## src/rtl/core/brlr_pkg.sv

```systemverilog
`default_nettype none

package brlr_pkg;

  // Entry buffer size, in (keys, duration) entries
  localparam int ENTRY_CAPACITY = 1764;

  localparam int IDX_W  = (ENTRY_CAPACITY > 2) ? $clog2(ENTRY_CAPACITY) : 1;
  localparam int EIDX_W = 11;
  localparam int KEY_W  = 8;
  localparam int DUR_W  = 8;
  localparam int BLEN_W = 12;

  localparam logic [IDX_W-1:0]  LAST_IDX   = IDX_W'(ENTRY_CAPACITY - 1);
  localparam logic [BLEN_W-1:0] FULL_BYTES = BLEN_W'((2 * ENTRY_CAPACITY) % (1 << BLEN_W));
  localparam logic [DUR_W-1:0]  DUR_MAX    = {DUR_W{1'b1}};

  typedef enum logic [1:0] {
    MODE_IDLE      = 2'd0,
    MODE_RECORDING = 2'd1,
    MODE_FINISHED  = 2'd2
  } mode_t;

  typedef enum logic {
    OP_START  = 1'b0,
    OP_SAMPLE = 1'b1
  } op_t;

  typedef enum logic {
    KIND_ENTRY    = 1'b0,
    KIND_FINISHED = 1'b1
  } kind_t;

  typedef struct packed {
    logic              valid;
    kind_t             kind;
    logic [EIDX_W-1:0] entry_index;
    logic [KEY_W-1:0]  entry_keys;
    logic [DUR_W-1:0]  entry_duration;
    logic [BLEN_W-1:0] byte_length;
  } res_t;

  // Zero-extend or truncate the internal index to the output field width
  function automatic logic [EIDX_W-1:0] to_entry_index(input logic [IDX_W-1:0] idx);
    logic [IDX_W+EIDX_W-1:0] w;
    w = {{EIDX_W{1'b0}}, idx};
    return w[EIDX_W-1:0];
  endfunction

endpackage

`default_nettype wire

```

## src/rtl/core/button_run_length_recorder_top.sv

```systemverilog
`default_nettype none

// Button run-length recorder.
// Input channel (in_valid/in_ready): one word per frame, in_op selects start
// (clear the run, begin recording at entry zero) or a sample of in_buttons.
// Each sample is mapped to an 8-bit key code and folded into the current
// run; every recorded sample returns one word on the output channel
// (out_valid/out_ready) with the updated entry. When a new entry is needed
// and the buffer is full, a finished word carries the byte length and the
// recorder stops until the next start. Start words and samples taken while
// not recording return nothing.
// The result word is registered and appears in the cycle after its input is accepted.
// Throughput: one word per cycle while the output side is not stalled; the run
// state is updated combinationally, so back-to-back samples need no bubbles.
// Stall: a single output register holds the pending word; in_ready stays high
// while that register is empty or being drained in the same cycle.
// Reset (rst_n, synchronous): recorder idle, run cleared, output empty.
module button_run_length_recorder_top
  import brlr_pkg::*;
(
  input  wire logic              clk,
  input  wire logic              rst_n,
  input  wire logic              in_valid,
  output logic                   in_ready,
  input  wire logic              in_op,
  input  wire logic [15:0]       in_buttons,
  output logic                   out_valid,
  input  wire logic              out_ready,
  output logic                   out_kind,
  output logic      [EIDX_W-1:0] out_entry_index,
  output logic      [KEY_W-1:0]  out_entry_keys,
  output logic      [DUR_W-1:0]  out_entry_duration,
  output logic      [BLEN_W-1:0] out_byte_length
);

  logic in_fire;
  res_t res;
  logic out_valid_r, out_valid_nxt;
  res_t out_r;

  assign in_ready = !out_valid_r || out_ready;
  assign in_fire  = in_valid && in_ready;

  brlr_run u_run (
    .clk        (clk),
    .rst_n      (rst_n),
    .in_fire    (in_fire),
    .in_op      (in_op),
    .in_buttons (in_buttons),
    .res        (res)
  );

  // output register: load on a new result word, drop when taken
  always_comb begin
    out_valid_nxt = out_valid_r;
    if (in_fire) begin
      out_valid_nxt = res.valid;
    end else if (out_ready) begin
      out_valid_nxt = 1'b0;
    end
  end

  always_ff @(posedge clk) begin
    if (!rst_n) begin
      out_valid_r <= 1'b0;
    end else begin
      out_valid_r <= out_valid_nxt;
    end
  end

  always_ff @(posedge clk) begin
    if (in_fire && res.valid) begin
      out_r <= res;
    end
  end

  assign out_valid          = out_valid_r;
  assign out_kind           = out_r.kind;
  assign out_entry_index    = out_r.entry_index;
  assign out_entry_keys     = out_r.entry_keys;
  assign out_entry_duration = out_r.entry_duration;
  assign out_byte_length    = out_r.byte_length;

endmodule

`default_nettype wire

```

## src/rtl/core/brlr_keymap.sv

```systemverilog
`default_nettype none

module brlr_keymap
  import brlr_pkg::*;
(
  input  wire logic [15:0]      buttons,
  output logic      [KEY_W-1:0] code
);

  // code bits 0..7 <- buttons 0, 1, 8, (9 | 10), 4, 5, 7, 6
  assign code = {buttons[6], buttons[7], buttons[5], buttons[4],
                 buttons[9] | buttons[10], buttons[8], buttons[1], buttons[0]};

endmodule

`default_nettype wire

```

## src/rtl/core/brlr_run.sv

```systemverilog
`default_nettype none

module brlr_run
  import brlr_pkg::*;
(
  input  wire logic        clk,
  input  wire logic        rst_n,
  input  wire logic        in_fire,
  input  wire logic        in_op,
  input  wire logic [15:0] in_buttons,
  output res_t             res
);

  mode_t             mode_r, mode_nxt;
  logic [IDX_W-1:0]  idx_r, idx_nxt;
  logic [KEY_W-1:0]  keys_r, keys_nxt;
  logic [DUR_W-1:0]  len_r, len_nxt;
  logic [KEY_W-1:0]  code;
  logic              open_new;
  logic              full;
  logic              is_start;
  logic              recording;

  brlr_keymap u_keymap (
    .buttons (in_buttons),
    .code    (code)
  );

  assign is_start  = (op_t'(in_op) == OP_START);
  assign recording = (mode_r == MODE_RECORDING);
  assign open_new  = ((len_r != '0) && (keys_r != code)) || (len_r == DUR_MAX);
  assign full      = (idx_r == LAST_IDX);

  // next state
  always_comb begin
    mode_nxt = mode_r;
    if (in_fire) begin
      if (is_start) begin
        mode_nxt = MODE_RECORDING;
      end else if (recording && open_new && full) begin
        mode_nxt = MODE_FINISHED;
      end
    end
  end

  // run registers
  always_comb begin
    idx_nxt  = idx_r;
    keys_nxt = keys_r;
    len_nxt  = len_r;
    if (in_fire) begin
      if (is_start) begin
        idx_nxt  = '0;
        keys_nxt = '0;
        len_nxt  = '0;
      end else if (recording && !(open_new && full)) begin
        keys_nxt = code;
        if (open_new) begin
          idx_nxt = idx_r + IDX_W'(1);
          len_nxt = DUR_W'(1);
        end else begin
          len_nxt = len_r + DUR_W'(1);
        end
      end
    end
  end

  // result word: entry write shows the updated run, finish shows it unchanged
  always_comb begin
    res.valid = in_fire && !is_start && recording;
    if (open_new && full) begin
      res.kind           = KIND_FINISHED;
      res.entry_index    = to_entry_index(idx_r);
      res.entry_keys     = keys_r;
      res.entry_duration = len_r;
      res.byte_length    = FULL_BYTES;
    end else begin
      res.kind           = KIND_ENTRY;
      res.entry_index    = to_entry_index(open_new ? idx_r + IDX_W'(1) : idx_r);
      res.entry_keys     = code;
      res.entry_duration = open_new ? DUR_W'(1) : len_r + DUR_W'(1);
      res.byte_length    = '0;
    end
  end

  always_ff @(posedge clk) begin
    if (!rst_n) begin
      mode_r <= MODE_IDLE;
      idx_r  <= '0;
      keys_r <= '0;
      len_r  <= '0;
    end else begin
      mode_r <= mode_nxt;
      idx_r  <= idx_nxt;
      keys_r <= keys_nxt;
      len_r  <= len_nxt;
    end
  end

endmodule

`default_nettype wire

```

## config.mk

```make
export PLATFORM = sky130hd
export DESIGN_NAME = button_run_length_recorder_top
export DESIGN_NICKNAME = d
export VERILOG_FILES = /design/src/rtl/core/brlr_pkg.sv /design/src/rtl/core/button_run_length_recorder_top.sv /design/src/rtl/core/brlr_keymap.sv /design/src/rtl/core/brlr_run.sv
export SDC_FILE = /design/constraint.sdc
export NUM_CORES = 1
export LEC_CHECK = 0
export CELL_PAD_IN_SITES_DETAIL_PLACEMENT = 1
export CELL_PAD_IN_SITES_GLOBAL_PLACEMENT = 2
export CORE_MARGIN = 10
export CORE_UTILIZATION = 39
export DETAILED_ROUTE_END_ITERATION = 6
export DONT_BUFFER_PORTS = 1
export HOLD_SLACK_MARGIN = 0.1
export PLACE_DENSITY_LB_ADDON = 0.1
export SYNTH_ARGS = -nofsm -noshare
export SYNTH_HDL_FRONTEND = slang
export SYNTH_SLANG_ARGS = --single-unit
```

## constraint.sdc

```tcl
create_clock -name clk -period 2.49 [get_ports clk]
set_input_delay 0.1245 -clock clk [delete_from_list [all_inputs] [get_ports clk]]
set_output_delay 0.1245 -clock clk [all_outputs]
set_load 0.005 [all_outputs]
```

==> flow_metrics.env <==
export IMPL_post_route_util_pct=48.2
export IMPL_rsz0062_at_grt="yes"
export IMPL_port_buffer_count=0
export IMPL_fin_cells=429
export IMPL_clk_pin_slew_ns=0.07
export IMPL_slew_headroom_pct=66.2
export IMPL_synth_area_leader_cell="edfxtp_1"
export IMPL_pin_count=63
export IMPL_core_mm2=0.00725
export IMPL_cts_root_buffer="clkbuf_8"
export IMPL_wire_per_inst_um=18.0
export IMPL_nets=349
export IMPL_hold_worst_slack_ns=0.122
export IMPL_ys_top_cells_by_area="edfxtp_1 29%, dfxtp_1 21%, nand2_1 6.1%"
export IMPL_slew_violations=0
export IMPL_ys_warn_count=0
export IMPL_start_kind="register"
export IMPL_area_growth_pct=20.9
export IMPL_antenna_found_initial=0
export IMPL_hold_viol=0
export IMPL_worstPathMaxFanout=27
export IMPL_die_h_um=106
export IMPL_vias=2254
export IMPL_cp_arrival_ns=2.66
export IMPL_drive_gt1_share_pct=19.1
export IMPL_cts_sinks=58
export IMPL_hp_class="in2reg"
export IMPL_diodes=0
export IMPL_syn_area_per_cell_um2=9.98
export IMPL_ys_seq_area_share_pct=49.8
export IMPL_clockBufferDepth=2
export IMPL_setup_viol=0
export IMPL_grt_overflow_total=0
export IMPL_htree_levels=3
export IMPL_period_share_pct=97.6
export IMPL_place_gp_congestion=0.790
export IMPL_power_static_leakage_nw=1.34
export IMPL_synth_area_mm2=0.00290
export IMPL_postRouteAntennaNets=0
export IMPL_die_width_um=106
export IMPL_power_density_mw_per_mm2=571
export IMPL_critical_path_class="reg2reg"
export IMPL_worst_ep_required_time_ns=2.72
export IMPL_async_flop_share_pct=0
export IMPL_cts_buffers=9
export IMPL_cts_tree="yes"
export IMPL_crit_chain="inv_1, ha_1, or4b_4, nor4_4, buf_4, a311o_2, buf_12, a21oi_4, buf_12, o31a_1"
export IMPL_cpPeakStageDelay_ns=0.48
export IMPL_grt_pass1_wl_um=12300
export IMPL_synth_top_area_share_pct=29.0
export IMPL_tightest_slew_ns=0.507
export IMPL_max_freq_ghz=0.412
export IMPL_maxCapViolCount=0
export IMPL_dieArea_mm2=0.0113
export IMPL_status="completed"
export IMPL_fill_cells=823
export IMPL_grt_usage_pct=13.8
export IMPL_ys_seq_elements=58
export IMPL_routed_wl_um=7740
export IMPL_synth_cell_types=48
export IMPL_fin_tns_setup_ns=0
export IMPL_grt_pass1_vias=2330
export IMPL_end_kind="register"
export IMPL_drt_iter0_markers=81
export IMPL_rows=31
export IMPL_period_minus_slack_ns=2.43
export IMPL_finClkSkew_ns=0.0112
export IMPL_clk_latency_ns=0.35
export IMPL_initial_core_util_pct=39.9
export IMPL_multiInputGateArea_mm2=0.00129
export IMPL_final_cell_mix="47 x nand2_1, 29 x dfxtp_1, 28 x edfxtp_1, 28 x buf_4, 23 x o21ai_0"
export IMPL_crit_slowest_cell="or4b_4"
export IMPL_grt_max_degree=28
export IMPL_cp_common_cell="buf_12"
export IMPL_dp_cells=393
export IMPL_layout_commonest_cell="nand2_1"
export IMPL_yosys_most_used_dff="dfxtp_1"
export IMPL_drc=0
export IMPL_first_pass_iters=4
export IMPL_hpwl_um=5200
export IMPL_netlist_instances=290
export IMPL_drt_vias_per_instance=5.25
export IMPL_vdd_drop_max_uv=272
export IMPL_seqCellArea_mm2=0.00144
export IMPL_synth_edf_count=28
worst max-delay path: cells and delay by family (launching register included):
family / cells / cell delay (ns)
adder cells (fa/ha/maj): 1 / 0.14
buffers and inverters: 4 / 0.57
AO/OA/AOI/OAI: 3 / 0.51
flip-flops: 1 / 0.35
AND/OR/NAND/NOR: 2 / 0.74
per-stage QoR:
step	power [mW]	cell area, µm²	setup WS (ns)
finish	2.00	3500	0.0607
CTS	2.01	3420	0.0733
detailed placement	1.11	3070	-0.0862
global placement	1.11	3070	0.0254
global route	2.07	3500	-0.0476
floorplan	1.10	2910	0.301
synthesized netlist by cell type, types with 2 or more instances:
cell type and number:
nand2_1 47, dfxtp_1 30, edfxtp_1 28, o21ai_0 26, a21oi_1 13, buf_4 13, inv_1 10, xor2_1 10
nand4_1 9, xnor2_1 9, a22o_1 8, o31ai_1 8, nand3_1 7, and3_1 6, nor3_1 6, buf_6 5
and4_1 4, buf_2 4, clkbuf_1 4, or3_1 4, ha_1 3, nand2b_1 3, nor2_1 3, nor4_1 3
a21boi_0 2, and2_1 2, o21ai_1 2
state kept, by name, summed over array words and instances, names as in the netlist:
register,cells
u_run.idx_r,11
u_run.mode_r,2
out_entry_index,11
out_entry_keys,8
out_byte_length,1
out_valid,1
u_run.keys_r,8
out_entry_duration,8
u_run.len_r,8
cell type report:
class / instances / share of cell area (%)
sequential: 58 / 41.2
clock buffer: 11 / 4.04
tap: 99 / 3.54
multi-input combinational: 201 / 37.0
timing repair buffer: 44 / 11.4
inverter: 11 / 1.25
clock inverter: 5 / 1.54
cells by family (layout without fill, tap and decap cells):
| kind of cell | count (synthesis) | after routing | share of synthesized area (%) |
|---|---|---|---|
| AOI/OAI and AO/OA | 66 | 67 | 15.0 |
| xor gates and xnor gates | 19 | 19 | 5.75 |
| adders and majority gates | 3 | 3 | 1.30 |
| buffers and inverters | 37 | 71 | 8.04 |
| DFF | 58 | 58 | 49.8 |
| muxes | 2 | 2 | 0.735 |
| other | 1 | 6 | 0.130 |
| and+or+nand+nor | 104 | 104 | 19.2 |
where the power goes:
| part | internal (mW) | switching [mW] |
|---|---|---|
| clock | 0.484 | 0.395 |
| combinational | 0.0451 | 0.0602 |
| sequential | 1.01 | 0.00738 |
| total | 1.53 | 0.463 |
worst paths after layout:
kind / startpoint / endpoint / slack, ns / cells past startpoint
min: in_op / u_run.mode_r[1]$_SDFFE_PN0P_ / 0.12 / 2
min reg2reg: u_run.mode_r[1]$_SDFFE_PN0P_ / u_run.mode_r[1]$_SDFFE_PN0P_ / 0.46 / 2
max reg2reg: u_run.len_r[0]$_SDFFE_PN0P_ / u_run.idx_r[9]$_SDFFE_PN0P_ / 0.06 / 10
max: u_run.len_r[0]$_SDFFE_PN0P_ / u_run.idx_r[9]$_SDFFE_PN0P_ / 0.06 / 10
timing repair:
| action | 4_1_cts | 5_1_grt |
|---|---|---|
| setup endpoints to repair | 19 | 7 |
| pin swaps | 0 | 4 |
| setup buffers | 0 | 6 |
| gates cloned | 0 | 1 |
| hold buffers | 13 | 0 |
| hold endpoints to repair | 21 | 0 |
| gates resized for setup | 3 | 6 |
per-layer routing:
layer / share of wire (%) / GRT usage (%) / vias up
met1: 47 / 17.8 / 1101
met4: 1.3 / 6.09 / 0
li1: - / - / 1099
met3: 5.5 / 4.71 / 8
met5: 0 / 0 / -
met2: 46 / 20.4 / 46
Power figures use the tool's default switching activity.
